--- src/rtl/alpha_subset_integer_core_macros.svh ---
// assertion macros for the alpha subset integer core
// no dependencies; included by modules that carry assertions
`ifndef ALPHA_SUBSET_INTEGER_CORE_MACROS_SVH
`define ALPHA_SUBSET_INTEGER_CORE_MACROS_SVH
`ifndef SYNTHESIS
`define ASIC_ASSERT(label, clk, rst_n, prop, msg) \
  label: assert property (@(posedge clk) disable iff (!rst_n) prop) else $error(msg);
`define ASIC_ASSERT_NR(label, clk, prop, msg) \
  label: assert property (@(posedge clk) prop) else $error(msg);
`else
`define ASIC_ASSERT(label, clk, rst_n, prop, msg)
`define ASIC_ASSERT_NR(label, clk, prop, msg)
`endif
`endif

--- src/rtl/asic_ram.sv ---
// generic simple dual-port synchronous ram (one write port, one read port) with registered read
// no dependencies
module asic_ram #(
  parameter int unsigned WIDTH = 32,
  parameter int unsigned DEPTH = 64
) (
  input  logic                     clk,
  input  logic                     we,
  input  logic [$clog2(DEPTH)-1:0] waddr,
  input  logic [WIDTH-1:0]         wdata,
  input  logic [$clog2(DEPTH)-1:0] raddr,
  output logic [WIDTH-1:0]         rdata
);
  logic [WIDTH-1:0] mem [DEPTH];

  always_ff @(posedge clk) begin
    if (we) begin
      mem[waddr] <= wdata;
    end
    rdata <= mem[raddr];
  end
endmodule

--- config.mk ---
export PLATFORM = sky130hd
export DESIGN_NAME = asic_ram
export DESIGN_NICKNAME = d
export VERILOG_FILES = /design/src/rtl/alpha_subset_integer_core_macros.svh /design/src/rtl/asic_ram.sv
export SDC_FILE = /design/constraint.sdc
export NUM_CORES = 2
export LEC_CHECK = 0
export BUFFER_PORTS_ARGS = -buffer_cell sky130_fd_sc_hd__buf_2
export CAP_MARGIN = 20
export CORE_MARGIN = 8
export CORE_UTILIZATION = 40
export DETAILED_ROUTE_END_ITERATION = 10
export PLACE_DENSITY_LB_ADDON = 0.3
export SLEW_MARGIN = 20
export SYNTH_ARGS = -nofsm -noshare
export SYNTH_HDL_FRONTEND = slang
export SYNTH_SLANG_ARGS = --single-unit
--- constraint.sdc ---
create_clock -name clk -period 4.8 [get_ports clk]
set_clock_uncertainty 0.1 [all_clocks]
set_input_delay 1.2 -clock clk [delete_from_list [all_inputs] [get_ports clk]]
set_output_delay 1.2 -clock clk [all_outputs]
set_load 0.01 [all_outputs]
==> out/summary.log <==
[die] width of the chip 459 um
[synthesis] synth unique cells 34
[place] HPWL after DPL 118000 um
[synthesis] number of warning messages in the yosys log 0
[clock_tree] clock network latency to the later pin of the worst-skew pair 0.84 ns
[clock_tree] number of buffers inserted for hold repair after clock tree synthesis 0
[synthesis] synthesized instance count 3324
[sta] final-report setup violation count 0
[flow_run] max-capacitance violation count 0
[die] overall die area 211000 um^2
[run_status] status complete, no violations
[hold_path] number of stages on the worst hold path 3
[sta] worst-margin pin slew 1.14 ns
[synthesis] count of state elements after synthesis 2080
[critical_path] capture point of the critical path rdata[9]
[clock_tree] clock buffer depth 3
[clock_tree] root buffer selected by CTS clkbuf_16
[detailed_routing] number of design-rule violations left by the first detailed-router iteration 4210
[detailed_routing] detailed-route vias per instance 5.80
[sta] Setup TNS 0 ns
[sta] Final Slew Violations 0
[die] placeable core region 195000 um^2
[synthesis] main combinational cell family by area after synthesis multiplexers
[critical_path] launch point of the worst reg-to-reg path mem[15][9]
[synthesis] Post-Synth XOR/XNOR Area 0%
[global_route] antenna violations before repair 22
[die] starting density of the core 40.3%
[global_route] remaining global-route overflow 0
[synthesis] fraction of the mapped netlist area in compound gates 1.67%
[synthesis] synthesized-area fraction occupied by adder cells 0%
[sta] final critical-path share of the clock period 76.8%
[synthesis] post-synth net total 3370
[finish] area growth from synthesis to final layout 15.1%
[critical_path] Reg-to-Reg End rdata[9]
[critical_path] start point of the critical path raddr[1]
[clock_tree] H-tree depth 4
[critical_path] WP data arrival 4.26 ns
[place] count of port buffers added during placement 77
[finish] # fillers 16100
[sta] Min Hold Slack 0.645 ns
[clock_tree] Num CTS Buffers 203
[clock_tree] clock transition at the registers of the reported paths 0.06 ns
[hold_path] class of the most critical hold timing path in -> reg
[critical_path] largest driver fanout on the critical path 31
[global_route] maximum number of pins on one net before global-route repair 65
[critical_path] slack of the worst reg-to-reg path 2.15 ns
[critical_path] classification of the worst setup path in -> reg
[global_route] number of global-route vias before repair 37900
[pwr] final total power 37.7 mW
[synthesis] share of cell area taken by muxes after synthesis 16.8%
[sta] maximum frequency from static timing analysis 271 MHz
[critical_path] crit path launch type primary input
[detailed_routing] Antenna Violating Nets Remaining 0
[clock_tree] TritonCTS clock tree done
[global_route] GRT Resource Usage Total 19.3%
[critical_path] Data required, critical path 5.38 ns
[sta] Max-Slew Margin vs Limit 24.2%
[sta] fin crit period 3.69 ns
[finish] net count of the finished layout 3660
[place] placer's final routability congestion estimate 0.792
[pwr] Worst VDD drop 0.408 mV
[finish] most common cell after layout, fill and taps aside edfxtp_1
[finish] leading cell types in the layout, fill and taps excluded edfxtp_1 (2048), mux4_2 (544), clkbuf_16 (203)
[synthesis] sequential fraction of the synthesis area 79.1%
[pwr] Static Leakage 28.0 nW
[die] vertical extent of the die 459 um
[die] top-level I/O count 78
[clock_tree] clock sink total 2080
[detailed_routing] first-pass detailed-route iteration total 6
[critical_path] type of element capturing the critical path flip-flop
[critical_path] cell depth of the worst flop-to-flop path 4
[synthesis] Cell Area, Synth 78500 um^2
[global_route] global-route wire length before repair 290000 um
[synthesis] Post-Syn Area per Cell 23.6 um^2
[pwr] pwr dens 417 nW/um^2
[detailed_routing] detailed-route via count 37300
[sta] final hold violation count 0
[die] Cell Rows 162
[finish] ratio of cells with drive above 1 in the final layout 30.6%
[clock_tree] CTS resizes 0
[detailed_routing] total length of routed wires 206000 um
[clock_tree] setup repair bufs after CTS 0
[detailed_routing] DRC violation count after routing 0
[detailed_routing] WL per Instance 32.0 um
[sta] RSZ-0062 raised after global routing no
[synthesis] post-synthesis share of cell area spent on and, or, nand and nor gates 1.27%
-- sequential cells by signal (all words and copies together), names as in the netlist --
register,flops
mem,2048
rdata,32
-- metrics by stage --
step | area [um^2] | std cells | setup WS, ns | util [%]
finish | 90400 | 6425 | 1.11 | 46.4
global route | 90400 | 6420 | 1.09 | 46.4
CTS | 90300 | 6412 | 1.13 | 46.3
detailed placement | 83800 | 6032 | 0.241 | 43.0
global placement | 83800 | 6032 | 0.242 | 43.0
floorplan | 78500 | 3324 | 0.340 | -
-- kinds of logic after synthesis --
group,Yosys count
and+or+nand+nor,223
buffers and inverters,182
DFF,2080
AOI/OAI and AO/OA,202
muxes,637
-- critical path, cell delays in order --
cell and delay, ns:
buf_8 0.32, buf_12 0.32, buf_4 0.39, mux4_2 0.37, mux4_2 0.50, o22ai_1 0.89
nor2_1 0.11
-- how the worst min path moves through the flow --
| stage | start | to | slack (ns) |
|---|---|---|---|
| 3_5_place_dp | mem[12][17] | rdata[17] | 0.66 |
| 6_report | raddr[4] | rdata[31] | 0.65 |
| 3_3_place_gp | mem[28][4] | rdata[4] | 0.65 |
| 2_1_floorplan | mem[12][17] | rdata[17] | 0.56 |
| 4_1_cts | raddr[4] | rdata[31] | 0.56 |
| 5_1_grt | raddr[4] | rdata[31] | 0.59 |
-- metal layers --
layer	GRT usage [%]	wire length, um
met5	0	59
met4	6.98	7640
met3	4.78	19100
met1	26.5	82400
met2	30.2	96400
-- synthesized netlist by cell type --
cell	instances	share of area (%)
o32ai_1	4	0.045
and2_1	2	0.016
dfxtp_1	32	0.82
nand3b_1	5	0.048
buf_6	5	0.072
o22ai_1	84	0.67
mux2i_1	93	1.2
nand4b_1	1	0.011
nand3_1	5	0.032
or3_1	3	0.024
nor2b_1	15	0.12
nand2b_1	8	0.064
a21oi_1	62	0.40
a41o_1	4	0.051
a31oi_1	1	0.0080
a311oi_1	8	0.089
mux4_2	544	16
or2_1	1	0.0080
a22oi_1	12	0.11
clkbuf_1	74	0.35
buf_1	21	0.10
and3_1	4	0.032
nand2_1	26	0.12
o221ai_1	27	0.30
buf_2	57	0.36
nand4_1	2	0.016
buf_4	25	0.24
or3b_2	3	0.033
nor2_1	137	0.65
or3b_1	2	0.022
or2_0	1	0.0080
or2_2	1	0.0080
edfxtp_1	2048	78
nor3_1	7	0.045
-- layout make-up --
cell class                      count  area (um^2)  area share [%]
Antenna cell                       12         30.0          0.0332
Clock buffer                      273         5450            6.03
Clock inverter                    107         1060            1.17
Multi-Input combinational cell   1062        16000            17.7
Sequential cell                  2080        62100            68.7
Tap cell                         2624         3280            3.63
Timing Repair Buffer              267         2470            2.74
-- where the power goes --
part	leakage [nW]	switching (mW)	internal, mW	total, mW
clock network	3.16	6.80	8.77	15.6
registers	18.7	0.0944	20.1	20.2
logic	6.13	1.18	0.716	1.90
total	28.0	8.07	29.6	37.7
No activity file was read; power rests on OpenSTA's default activity.
