<file path="src/rtl/alpha_subset_integer_core_macros.svh">
// assertion macros for the alpha subset integer core
// no dependencies; included by modules that carry assertions
`ifndef ALPHA_SUBSET_INTEGER_CORE_MACROS_SVH
`define ALPHA_SUBSET_INTEGER_CORE_MACROS_SVH
`ifndef SYNTHESIS
`define ASIC_ASSERT(label, clk, rst_n, prop, msg) \
  label: assert property (@(posedge clk) disable iff (!rst_n) prop) else $error(msg);
`define ASIC_ASSERT_NR(label, clk, prop, msg) \
  label: assert property (@(posedge clk) prop) else $error(msg);
`else
`define ASIC_ASSERT(label, clk, rst_n, prop, msg)
`define ASIC_ASSERT_NR(label, clk, prop, msg)
`endif
`endif

</file>
<file path="src/rtl/asic_pkg.sv">
// shared types, codes and helpers of the alpha subset integer core
// no dependencies
package asic_pkg;

  localparam int unsigned MEM_WORDS_DEF = 16384;
  localparam int unsigned NUM_REGS_DEF  = 32;

  // status codes
  localparam logic [2:0] ST_OK      = 3'd0;
  localparam logic [2:0] ST_HALT    = 3'd1;
  localparam logic [2:0] ST_END     = 3'd2;
  localparam logic [2:0] ST_UNKNOWN = 3'd3;
  localparam logic [2:0] ST_LDRANGE = 3'd4;
  localparam logic [2:0] ST_STRANGE = 3'd5;
  localparam logic [2:0] ST_RDONLY  = 3'd6;
  localparam logic [2:0] ST_FETCH   = 3'd7;

  // actions
  localparam logic [1:0] ACT_LOAD = 2'd0;
  localparam logic [1:0] ACT_EXEC = 2'd1;
  localparam logic [1:0] ACT_READ = 2'd2;

  // opcodes
  localparam logic [5:0] OP_LDA  = 6'h08;
  localparam logic [5:0] OP_LDAH = 6'h09;
  localparam logic [5:0] OP_ITOF = 6'h14;
  localparam logic [5:0] OP_INTA = 6'h10;
  localparam logic [5:0] OP_INTL = 6'h11;
  localparam logic [5:0] OP_INTS = 6'h12;
  localparam logic [5:0] OP_JMP  = 6'h1A;
  localparam logic [5:0] OP_FTOI = 6'h1C;
  localparam logic [5:0] OP_LDS  = 6'h22;
  localparam logic [5:0] OP_STS  = 6'h26;
  localparam logic [5:0] OP_LDL  = 6'h28;
  localparam logic [5:0] OP_STL  = 6'h2C;
  localparam logic [5:0] OP_BR   = 6'h30;
  localparam logic [5:0] OP_FBEQ = 6'h31;
  localparam logic [5:0] OP_BSR  = 6'h34;
  localparam logic [5:0] OP_FBNE = 6'h35;
  localparam logic [5:0] OP_BEQ  = 6'h39;
  localparam logic [5:0] OP_BNE  = 6'h3D;

  // operate functions
  localparam logic [6:0] FN_ADD  = 7'h00;
  localparam logic [6:0] FN_SUB  = 7'h09;
  localparam logic [6:0] FN_CEQ  = 7'h2D;
  localparam logic [6:0] FN_CLE  = 7'h6D;
  localparam logic [6:0] FN_CLT  = 7'h4D;
  localparam logic [6:0] FN_AND  = 7'h00;
  localparam logic [6:0] FN_OR   = 7'h20;
  localparam logic [6:0] FN_XOR  = 7'h40;
  localparam logic [6:0] FN_EQV  = 7'h48;
  localparam logic [6:0] FN_SLL  = 7'h39;
  localparam logic [6:0] FN_SRL  = 7'h34;
  localparam logic [6:0] FN_SRA  = 7'h3C;
  localparam logic [10:0] FN_FTOIS = 11'h078;
  localparam logic [10:0] FN_ITOFS = 11'h004;

  typedef struct packed {
    logic [1:0]  action;
    logic [13:0] addr;
    logic [31:0] data;
    logic [7:0]  console_byte;
  } asic_in_t;

  typedef struct packed {
    logic [31:0] pc_value;
    logic [2:0]  status;
    logic [31:0] read_data;
    logic [7:0]  out_byte;
    logic        out_valid;
    logic        input_taken;
  } asic_out_t;

  typedef enum logic [2:0] {
    S_IDLE, S_FETCH, S_DECODE, S_MEMRD, S_MEMWB, S_DONE
  } asic_state_t;

  // register file write request
  typedef struct packed {
    logic        en;
    logic        flt;
    logic [4:0]  idx;
    logic [31:0] val;
  } asic_rwr_t;

  function automatic logic [31:0] sext16(input logic [31:0] v);
    return {{16{v[15]}}, v[15:0]};
  endfunction

endpackage

</file>
<file path="src/rtl/asic_alu.sv">
// integer operate unit: add, sub, compare, logic and shifts
// depends on asic_pkg
module asic_alu (
  input  logic [5:0]  op,
  input  logic [6:0]  fn,
  input  logic [31:0] a,
  input  logic [31:0] b,
  output logic [31:0] res,
  output logic        known
);
  import asic_pkg::*;

  logic [31:0] sa, sb, fill;
  logic        big;
  logic [4:0]  sh;

  always_comb begin
    sa    = a ^ 32'h8000_0000;
    sb    = b ^ 32'h8000_0000;
    fill  = {32{a[31]}};
    big   = (b[31:5] != 27'd0);
    sh    = b[4:0];
    res   = 32'd0;
    known = 1'b1;
    case (op)
      OP_INTA: begin
        case (fn)
          FN_ADD:  res = a + b;
          FN_SUB:  res = a - b;
          FN_CEQ:  res = {31'd0, a == b};
          FN_CLE:  res = {31'd0, sa <= sb};
          FN_CLT:  res = {31'd0, sa < sb};
          default: known = 1'b0;
        endcase
      end
      OP_INTL: begin
        case (fn)
          FN_AND:  res = a & b;
          FN_OR:   res = a | b;
          FN_XOR:  res = a ^ b;
          FN_EQV:  res = a ^ ~b;
          default: known = 1'b0;
        endcase
      end
      OP_INTS: begin
        case (fn)
          FN_SLL:  res = big ? 32'd0 : (a << sh);
          FN_SRL:  res = big ? 32'd0 : (a >> sh);
          FN_SRA:  res = big ? fill : 32'($signed(a) >>> sh);
          default: known = 1'b0;
        endcase
      end
      default: known = 1'b0;
    endcase
  end
endmodule

</file>
<file path="config.mk">
export PLATFORM = sky130hd
export DESIGN_NAME = asic_alu
export DESIGN_NICKNAME = d
export VERILOG_FILES = /design/src/rtl/alpha_subset_integer_core_macros.svh /design/src/rtl/asic_pkg.sv /design/src/rtl/asic_alu.sv
export SDC_FILE = /design/constraint.sdc
export NUM_CORES = 1
export LEC_CHECK = 0
export BUFFER_PORTS_ARGS = -buffer_cell sky130_fd_sc_hd__buf_4
export CORE_MARGIN = 8
export CORE_UTILIZATION = 50
export DETAILED_ROUTE_END_ITERATION = 6
export PLACE_DENSITY = 0.82
export SYNTH_ARGS = -nofsm -noshare
export SYNTH_HDL_FRONTEND = slang
export SYNTH_SLANG_ARGS = --single-unit
</file>
<file path="constraint.sdc">
create_clock -name vclk -period 4.5
set_clock_uncertainty 0.2 [all_clocks]
set_input_delay 0.225 -clock vclk [all_inputs]
set_output_delay 0.225 -clock vclk [all_outputs]
set_load 0.01 [all_outputs]
</file>
==> impl_metrics.csv <==
group,metric,value,unit
worst_setup_path,cp.depth,12,
hold_path,holdPathStages,5,
timing,tightest_slew,1.067,ns
job,drv_cap,0,
synth,ys_warn_count,0,
cells_and_area,final_util,55.65,%
power,ir_drop,0.06278,mV
floorplanning,rows,52,
global_route,grt_pass1_wl,72980,µm
timing,setup_viol,0,
global_route,overflow,0,
synth,synth_top_family_by_area,"compound AO/OA/AOI/OAI gates",
detailed_routing,dr.pass1.iters,6,
worst_setup_path,cp-start-kind,"input port",
synth,syn_inst,1493,
worst_setup_path,path_class,"input port to output port",
timing,hold_viol_final,0,
cells_and_area,nets,1683,
cts,hold_buffers,0,
power,p_leak,4.643,nW
worst_setup_path,critical-path-top-delay-family,"compound AO/OA/AOI/OAI gates",
cts,postCtsSetupRepairBufs,0,
timing,relSlewSlack,28.83,%
cells_and_area,drive_gt1_share,16.64,%
timing,hold_slack,0.7770,ns
hold_path,hold_path_class,"input port to output port",
worst_setup_path,slowest_delay,0.74,ns
synth,synth-seq-area-share,0,%
timing,min_period_over_period,93.60,%
cells_and_area,diodes,0,
worst_setup_path,cp-end-kind,"output port",
synth,synth_fa_ha_area_share,12.45,%
power,p_total,1.275,mW
cells_and_area,fin_area,11300,µm²
place,dpl-instance-area,11300,µm²
synth,synth_nets,1672,
timing,fin_tns_setup,0,ns
global_route,grt_max_degree,84,
timing,rsz0062_at_grt,"false",
cells_and_area,seqCellArea,0,µm²
global_route,antenna_found_initial,0,
worst_setup_path,arrival,3.79,ns
timing,max_freq,237.4,MHz
worst_setup_path,crit_fanout,14,
timing,maxSlewViolCount,0,
synth,avgSynthCellArea,6.947,µm²
synth,synth_mux_area_share,19.51,%
synth,netlist_area,10370,µm²
detailed_routing,drc,0,
floorplanning,initial_core_util,51.10,%
cells_and_area,multiInputGateArea,9429,µm²
worst_setup_path,crit_required,4.07,ns
cells_and_area,syn2layout_area_growth,8.902,%
cells_and_area,flops_and_latches,0,
floorplanning,ios,110,
synth,ys_types,84,
place,place_congestion,1.041,
synth,post_synth_xor_area_fraction,5.911,%
worst_setup_path,crit_chain,"buf_4 -> inv_1 -> ha_1 -> nor3_1 -> nand3_1 -> o2111ai_2 -> a2111oi_2 -> a211oi_1 -> a221oi_2 -> mux2i_1 -> or4_1 -> buf_4",
place,io_buffer_count,110,
cells_and_area,fill_cells,2014,
global_route,grt_pass1_vias,11910,
floorplanning,die_h,160.0,µm
floorplanning,dieArea,25610,µm²
global_route,grt.total_usage,35.72,%
floorplanning,fp.dieW,160.0,µm
power,power_density,112.9,nW/µm²
synth,yosys.area_share.simple,19.52,%
place,dp_hpwl,37660,µm
timing,fin_crit,4.212,ns
detailed_routing,finalWirelength,48530,µm
cts,cts_resized,0,
detailed_routing,viasPerCell,7.151,
detailed_routing,drt_iter0_markers,1749,
floorplanning,design.core.area,20300,µm²
worst_setup_path,worst-path-buf-inv,3,
detailed_routing,ant_nets,0,
worst_setup_path,path_common_cell,"buf_4",
cells_and_area,clockBufferCount,0,
status,status,"complete, no violations",
detailed_routing,routedWlPerCell,27.39,µm
detailed_routing,vias,12670,
worst_setup_path,critPathSlowestCell,"a211oi_1",
synth,synth_compound_area_share,33.37,%
-- logic make-up after synthesis --
logic type	count (synthesis)
compound gates	513
xor+xnor	70
fa+ha+maj	102
buf+inv	243
mux	126
simple gates	439
-- power breakdown --
part / switching [mW] / leakage (nW) / internal (mW)
sequential: 0 / 0 / 0
clock: 0 / 0 / 0
combinational: 0.777 / 4.64 / 0.498
-- final timing paths --
| check | endpoint | startpoint | slack [ns] |
|---|---|---|---|
| max | res[29] | a[8] | 0.29 |
| min | res[0] | op[3] | 0.78 |
-- layer usage --
metal | global-route usage (%) | share of wire [%] | vias up
met1 | 47.50 | 40 | 6092
met5 | 0 | 0 | -
met4 | 15.85 | 5.3 | 0
met2 | 56.51 | 44 | 859
met3 | 5.013 | 11 | 157
li1 | - | - | 5563
-- through the flow --
stage / setup WS, ns / std cells
after floorplan: 0.1255 / 1493
after global placement: 0.4454 / 1772
after detailed placement: 0.3696 / 1772
after CTS: 0.3818 / 1772
after global routing: 0.1191 / 1772
final: 0.2880 / 1772
-- Yosys cell counts (all sizes together) (19+ instances only) --
master / n / area share, %
o211ai: 19 / 1.4
mux4: 60 / 13
inv: 98 / 3.5
a21oi: 139 / 6.7
buf: 42 / 2.0
nor2: 183 / 6.6
nor3: 33 / 1.6
o21ai: 99 / 4.8
o221ai: 26 / 2.2
nand2: 99 / 3.6
a21o: 21 / 1.5
xnor2: 69 / 5.8
mux2i: 57 / 5.5
clkbuf: 101 / 3.7
ha: 100 / 12
nand3: 27 / 1.3
a22oi: 39 / 2.8
-- layout make-up --
cell class,instances,share of cell area [%]
multi-input combinational,1250,83.47
timing repair buffer,152,10.21
inverter,100,3.323
tap,270,2.991
-- cells in the final DEF (no fill, tap or decap), drive strengths merged, types with 18 or more instances in the layout --
cell type  count
o21bai        18
buf          152
nor2         183
nand2         99
o221ai        26
inv           98
o211ai        19
a21oi        139
a211oi        18
ha           100
a22oi         39
nand3         27
xnor2         69
mux2i         57
a21o          21
o22ai         18
nor3          33
mux4          60
o21ai         99
No activity file was read; power rests on OpenSTA's default activity.
