<file path="src/rtl/alpha_subset_integer_core_macros.svh">
// assertion macros for the alpha subset integer core
// no dependencies; included by modules that carry assertions
`ifndef ALPHA_SUBSET_INTEGER_CORE_MACROS_SVH
`define ALPHA_SUBSET_INTEGER_CORE_MACROS_SVH
`ifndef SYNTHESIS
`define ASIC_ASSERT(label, clk, rst_n, prop, msg) \
  label: assert property (@(posedge clk) disable iff (!rst_n) prop) else $error(msg);
`define ASIC_ASSERT_NR(label, clk, prop, msg) \
  label: assert property (@(posedge clk) prop) else $error(msg);
`else
`define ASIC_ASSERT(label, clk, rst_n, prop, msg)
`define ASIC_ASSERT_NR(label, clk, prop, msg)
`endif
`endif

</file>
<file path="src/rtl/asic_pkg.sv">
// shared types, codes and helpers of the alpha subset integer core
// no dependencies
package asic_pkg;

  localparam int unsigned MEM_WORDS_DEF = 16384;
  localparam int unsigned NUM_REGS_DEF  = 32;

  // status codes
  localparam logic [2:0] ST_OK      = 3'd0;
  localparam logic [2:0] ST_HALT    = 3'd1;
  localparam logic [2:0] ST_END     = 3'd2;
  localparam logic [2:0] ST_UNKNOWN = 3'd3;
  localparam logic [2:0] ST_LDRANGE = 3'd4;
  localparam logic [2:0] ST_STRANGE = 3'd5;
  localparam logic [2:0] ST_RDONLY  = 3'd6;
  localparam logic [2:0] ST_FETCH   = 3'd7;

  // actions
  localparam logic [1:0] ACT_LOAD = 2'd0;
  localparam logic [1:0] ACT_EXEC = 2'd1;
  localparam logic [1:0] ACT_READ = 2'd2;

  // opcodes
  localparam logic [5:0] OP_LDA  = 6'h08;
  localparam logic [5:0] OP_LDAH = 6'h09;
  localparam logic [5:0] OP_ITOF = 6'h14;
  localparam logic [5:0] OP_INTA = 6'h10;
  localparam logic [5:0] OP_INTL = 6'h11;
  localparam logic [5:0] OP_INTS = 6'h12;
  localparam logic [5:0] OP_JMP  = 6'h1A;
  localparam logic [5:0] OP_FTOI = 6'h1C;
  localparam logic [5:0] OP_LDS  = 6'h22;
  localparam logic [5:0] OP_STS  = 6'h26;
  localparam logic [5:0] OP_LDL  = 6'h28;
  localparam logic [5:0] OP_STL  = 6'h2C;
  localparam logic [5:0] OP_BR   = 6'h30;
  localparam logic [5:0] OP_FBEQ = 6'h31;
  localparam logic [5:0] OP_BSR  = 6'h34;
  localparam logic [5:0] OP_FBNE = 6'h35;
  localparam logic [5:0] OP_BEQ  = 6'h39;
  localparam logic [5:0] OP_BNE  = 6'h3D;

  // operate functions
  localparam logic [6:0] FN_ADD  = 7'h00;
  localparam logic [6:0] FN_SUB  = 7'h09;
  localparam logic [6:0] FN_CEQ  = 7'h2D;
  localparam logic [6:0] FN_CLE  = 7'h6D;
  localparam logic [6:0] FN_CLT  = 7'h4D;
  localparam logic [6:0] FN_AND  = 7'h00;
  localparam logic [6:0] FN_OR   = 7'h20;
  localparam logic [6:0] FN_XOR  = 7'h40;
  localparam logic [6:0] FN_EQV  = 7'h48;
  localparam logic [6:0] FN_SLL  = 7'h39;
  localparam logic [6:0] FN_SRL  = 7'h34;
  localparam logic [6:0] FN_SRA  = 7'h3C;
  localparam logic [10:0] FN_FTOIS = 11'h078;
  localparam logic [10:0] FN_ITOFS = 11'h004;

  typedef struct packed {
    logic [1:0]  action;
    logic [13:0] addr;
    logic [31:0] data;
    logic [7:0]  console_byte;
  } asic_in_t;

  typedef struct packed {
    logic [31:0] pc_value;
    logic [2:0]  status;
    logic [31:0] read_data;
    logic [7:0]  out_byte;
    logic        out_valid;
    logic        input_taken;
  } asic_out_t;

  typedef enum logic [2:0] {
    S_IDLE, S_FETCH, S_DECODE, S_MEMRD, S_MEMWB, S_DONE
  } asic_state_t;

  // register file write request
  typedef struct packed {
    logic        en;
    logic        flt;
    logic [4:0]  idx;
    logic [31:0] val;
  } asic_rwr_t;

  function automatic logic [31:0] sext16(input logic [31:0] v);
    return {{16{v[15]}}, v[15:0]};
  endfunction

endpackage

</file>
<file path="src/rtl/asic_regfile.sv">
// integer and float register files with reset clear by valid bits
// depends on asic_pkg
module asic_regfile #(
  parameter int unsigned NUM_REGS = asic_pkg::NUM_REGS_DEF
) (
  input  logic                    clk,
  input  logic                    rst_n,
  input  asic_pkg::asic_rwr_t     wr,
  input  logic [4:0]              ia_idx,
  input  logic [4:0]              ib_idx,
  input  logic [4:0]              fa_idx,
  output logic [31:0]             ia_val,
  output logic [31:0]             ib_val,
  output logic [31:0]             fa_val
);
  import asic_pkg::*;

  logic [31:0]         iregs [NUM_REGS];
  logic [31:0]         fregs [NUM_REGS];
  logic [NUM_REGS-1:0] ivld_r, fvld_r;

  // writes to register 31 are dropped
  always_ff @(posedge clk) begin
    if (!rst_n) begin
      ivld_r <= '0;
      fvld_r <= '0;
    end else if (wr.en && wr.idx != 5'd31) begin
      if (wr.flt) begin
        fvld_r[wr.idx] <= 1'b1;
      end else begin
        ivld_r[wr.idx] <= 1'b1;
      end
    end
  end

  always_ff @(posedge clk) begin
    if (wr.en && wr.idx != 5'd31) begin
      if (wr.flt) begin
        fregs[wr.idx] <= wr.val;
      end else begin
        iregs[wr.idx] <= wr.val;
      end
    end
  end

  assign ia_val = ivld_r[ia_idx] ? iregs[ia_idx] : 32'd0;
  assign ib_val = ivld_r[ib_idx] ? iregs[ib_idx] : 32'd0;
  assign fa_val = fvld_r[fa_idx] ? fregs[fa_idx] : 32'd0;
endmodule

</file>
<file path="config.mk">
export PLATFORM = sky130hd
export DESIGN_NAME = asic_regfile
export DESIGN_NICKNAME = d
export VERILOG_FILES = /design/src/rtl/alpha_subset_integer_core_macros.svh /design/src/rtl/asic_pkg.sv /design/src/rtl/asic_regfile.sv
export SDC_FILE = /design/constraint.sdc
export NUM_CORES = 2
export LEC_CHECK = 0
export BUFFER_PORTS_ARGS = -buffer_cell sky130_fd_sc_hd__buf_2
export CORE_ASPECT_RATIO = 1.75
export CORE_MARGIN = 2
export CORE_UTILIZATION = 55
export DETAILED_ROUTE_END_ITERATION = 16
export PLACE_DENSITY = 0.71
export SLEW_MARGIN = 20
export SYNTH_ARGS = -nofsm -noshare
export SYNTH_HDL_FRONTEND = slang
export SYNTH_SLANG_ARGS = --single-unit
</file>
<file path="constraint.sdc">
create_clock -name clk -period 4.1 [get_ports clk]
set_input_delay 0.205 -clock clk [delete_from_list [all_inputs] [get_ports clk]]
set_output_delay 0.205 -clock clk [all_outputs]
set_load 0.005 [all_outputs]
</file>
==> reports/results.txt <==
Vias in the first global route -> 53660
H-tree depth -> 4
CTS Buf Count -> 189
VDD IR max -> 531.4 uV
Clock tree sinks -> 2112
Core area -> 164200 um^2
Initial antenna violation count -> 21
Share of cells above drive strength 1 -> 0.2037
DR WL/cell -> 33.50 um
Clock period minus worst slack -> 3323 ps
CP bufs+invs -> 2
CTS tree -> built
Leak -> 33.91 nW
Synth Area in Adders -> 0
First drt pass iteration count -> 5
Num ports -> 152
Hold endpoint -> iregs[0][20]$_DFFE_PP_
Top Family by Delay on Critical Path -> simple AND/OR/NAND/NOR gates
Slew headroom -> 0.1947
Die X -> 310.8 um
Clock skew -> 0 ps
Place WS -> 950.5 ps
Worst slew pin tran -> 1204 ps
Die Height -> 540.8 um
Post-synthesis simple-gate area fraction -> 0.02731
RR Startpoint -> ivld_r[0]$_SDFFE_PN0P_
Ys flop type -> edfxtp_1
Total wire length -> 256100 um
Fin nets -> 5368
Seq/Total Area, Yosys -> 0.6931
Critical Path RT -> 3890 ps
Final Hold Vio Count -> 0
EDFF count, synth -> 2048
Share of flip-flops with an asynchronous set or reset -> 0
Max-cap violation count -> 0
Distinct cell type count after synthesis -> 38
PostCTS Resize Cnt -> 0
R2R depth -> 1
Vias -> 52840
Status -> finished, final reports clean
DRC -> 0
Row count -> 197
Root Driver -> clkbuf_16
Crit Path Max Fanout -> 32
Post-synthesis mux area share -> 0.1869
First-pass GRT wire length -> 366100 um
Yosys Warn Count -> 0
Reg2reg setup slack -> 3480 ps
Worst EP arrival -> 3120 ps
Worst path cell trace -> mux2i_1 > a311oi_1 > o211ai_1 > nand4_1 > buf_4 > and3_1 > buf_2
Deepest clock path buffer count -> 4
Die ar. -> 168100 um^2
IO Port Bufs -> 151
PwrDens -> 433.0 nW/um^2
Skew-Pair Late Insertion Delay -> 830 ps
Compound-gate portion of the synthesized area -> 0.06742
Post-DP HPWL -> 153300 um
GRT Util Overall -> 0.3013
GRT overflow -> 0
Worst path max stage delay -> 570 ps
Drt via density -> 6.911
Cell Area, Synth -> 90580 um^2
Worst path slowest cell -> and3_1
Syn Inst Count -> 5037
Antenna viol nets, final -> 0
Post-Synth XOR/XNOR Area -> 0
Hold path start -> wr[20]
Largest net degree at the start of global routing -> 73
Most common cell after layout, fill and taps aside -> edfxtp_1
GPL Wtd Cong -> 0.8709
Worst-path clk slew -> 60 ps
Final worst slack -> 776.6 ps
CP endpoint kind -> primary output
Critical path type -> reg -> out
HP Class -> in -> reg
Startpoint types -> flop
Hold Path Depth -> 2
Highest-count cells in the layout ignoring fill and taps -> edfxtp_1, mux2i_1, mux4_2
1st-iter DRT viols -> 5504
Worst R2R End -> ivld_r[0]$_SDFFE_PN0P_
Final Slew Violations -> 0
Setup_tns -> 0 ps
Starting density of the core -> 0.5518
Synthesized flop and latch total -> 2112
Tcrit/Tclk final -> 0.8106
RSZ-0062 raised after global routing -> false
Syn Area/Cell -> 17.98 um^2
Fmax achieved -> 300.9 MHz
Combinational family with the most area after synthesis -> multiplexers
Setup violations, final -> 0
Area Growth Syn to Fin -> 11.45%
[metrics by stage]
step           utilization  cell area (um^2)  hold slack (ps)  std cells  total power [mW]
6_report            0.6150            101000            46.18       7646             43.71
5_1_grt             0.6148            100900            74.04       7637             44.70
4_1_cts             0.6129            100600            33.34       7609             43.79
3_5_place_dp        0.5788             95020            450.3       7282             27.59
3_3_place_gp        0.5788             95020            439.9       7282             27.52
2_1_floorplan            -             90810            303.9       5100             26.26
[worst max path at each step]
stage / cells past startpoint / from / endpoint
detailed placement: 8 / fa_idx[0] / fa_val[12]
global placement: 8 / fa_idx[0] / fa_val[12]
finish: 7 / fvld_r[2]$_SDFFE_PN0P_ / fa_val[12]
floorplan: 4 / wr[34] / fregs[4][0]$_DFFE_PP_
global route: 7 / fvld_r[23]$_SDFFE_PN0P_ / fa_val[12]
CTS: 7 / fvld_r[18]$_SDFFE_PN0P_ / fa_val[12]
[what timing repair did]
item                                   4_1_cts  5_1_grt
buffers inserted                             0        0
endpoints found under the hold margin      160     1025
hold buffers                                 4       22
[registers in the layout (all words and copies together) (netlist names)]
signal  count
fregs    1024
iregs    1024
fvld_r     32
ivld_r     32
[cells in the mapped netlist (all sizes together) (8+ instances only)]
cell type  instances  area share
edfxtp          2048        0.68
mux2i            780       0.086
mux4             402        0.10
a221oi           384       0.037
buf              223       0.018
o21ai            192       0.011
nor2             166      0.0069
clkbuf           162      0.0071
nand3            107      0.0059
and3              97      0.0067
a21oi             96      0.0053
a22oi             96      0.0080
nor3              96      0.0053
dfxtp             64       0.014
o21a              62      0.0051
nand2              8     0.00033
[cells by family (layout without fill, tap and decap cells)]
kind of cell,Yosys count,in the layout
AND/OR/NAND/NOR,503,503
other,1,77
AO/OA/AOI/OAI,842,842
multiplexers,1188,1188
flip-flops,2112,2112
buffers and inverters,391,735
[power by group]
group	internal, mW	switching, mW
clock	8.87	7.64
sequential	23.9	0.0665
combinational	1.15	2.12
total	33.9	9.83
[layout make-up]
type                            count  area (um^2)
Antenna cell                       13        32.53
Clock buffer                      239         5012
Clock inverter                     84        534.3
Fill cell                       11770        63210
Inverter                            6        25.02
Multi-Input combinational cell   2597        26270
Sequential cell                  2112        62780
Tap cell                         2189         2739
Timing Repair Buffer              406         3557
[routing by layer]
metal  up-vias  wire length (um)  share of wire  GRT usage
met4        22             14620          0.057     0.1651
li1      21610                 -              -          -
met5         -               144        0.00056          0
met1     27440             87100           0.34     0.3557
met2      2972            133000           0.52     0.5307
met3       796             21230          0.083    0.04465
(Power assumes the default switching activity.)
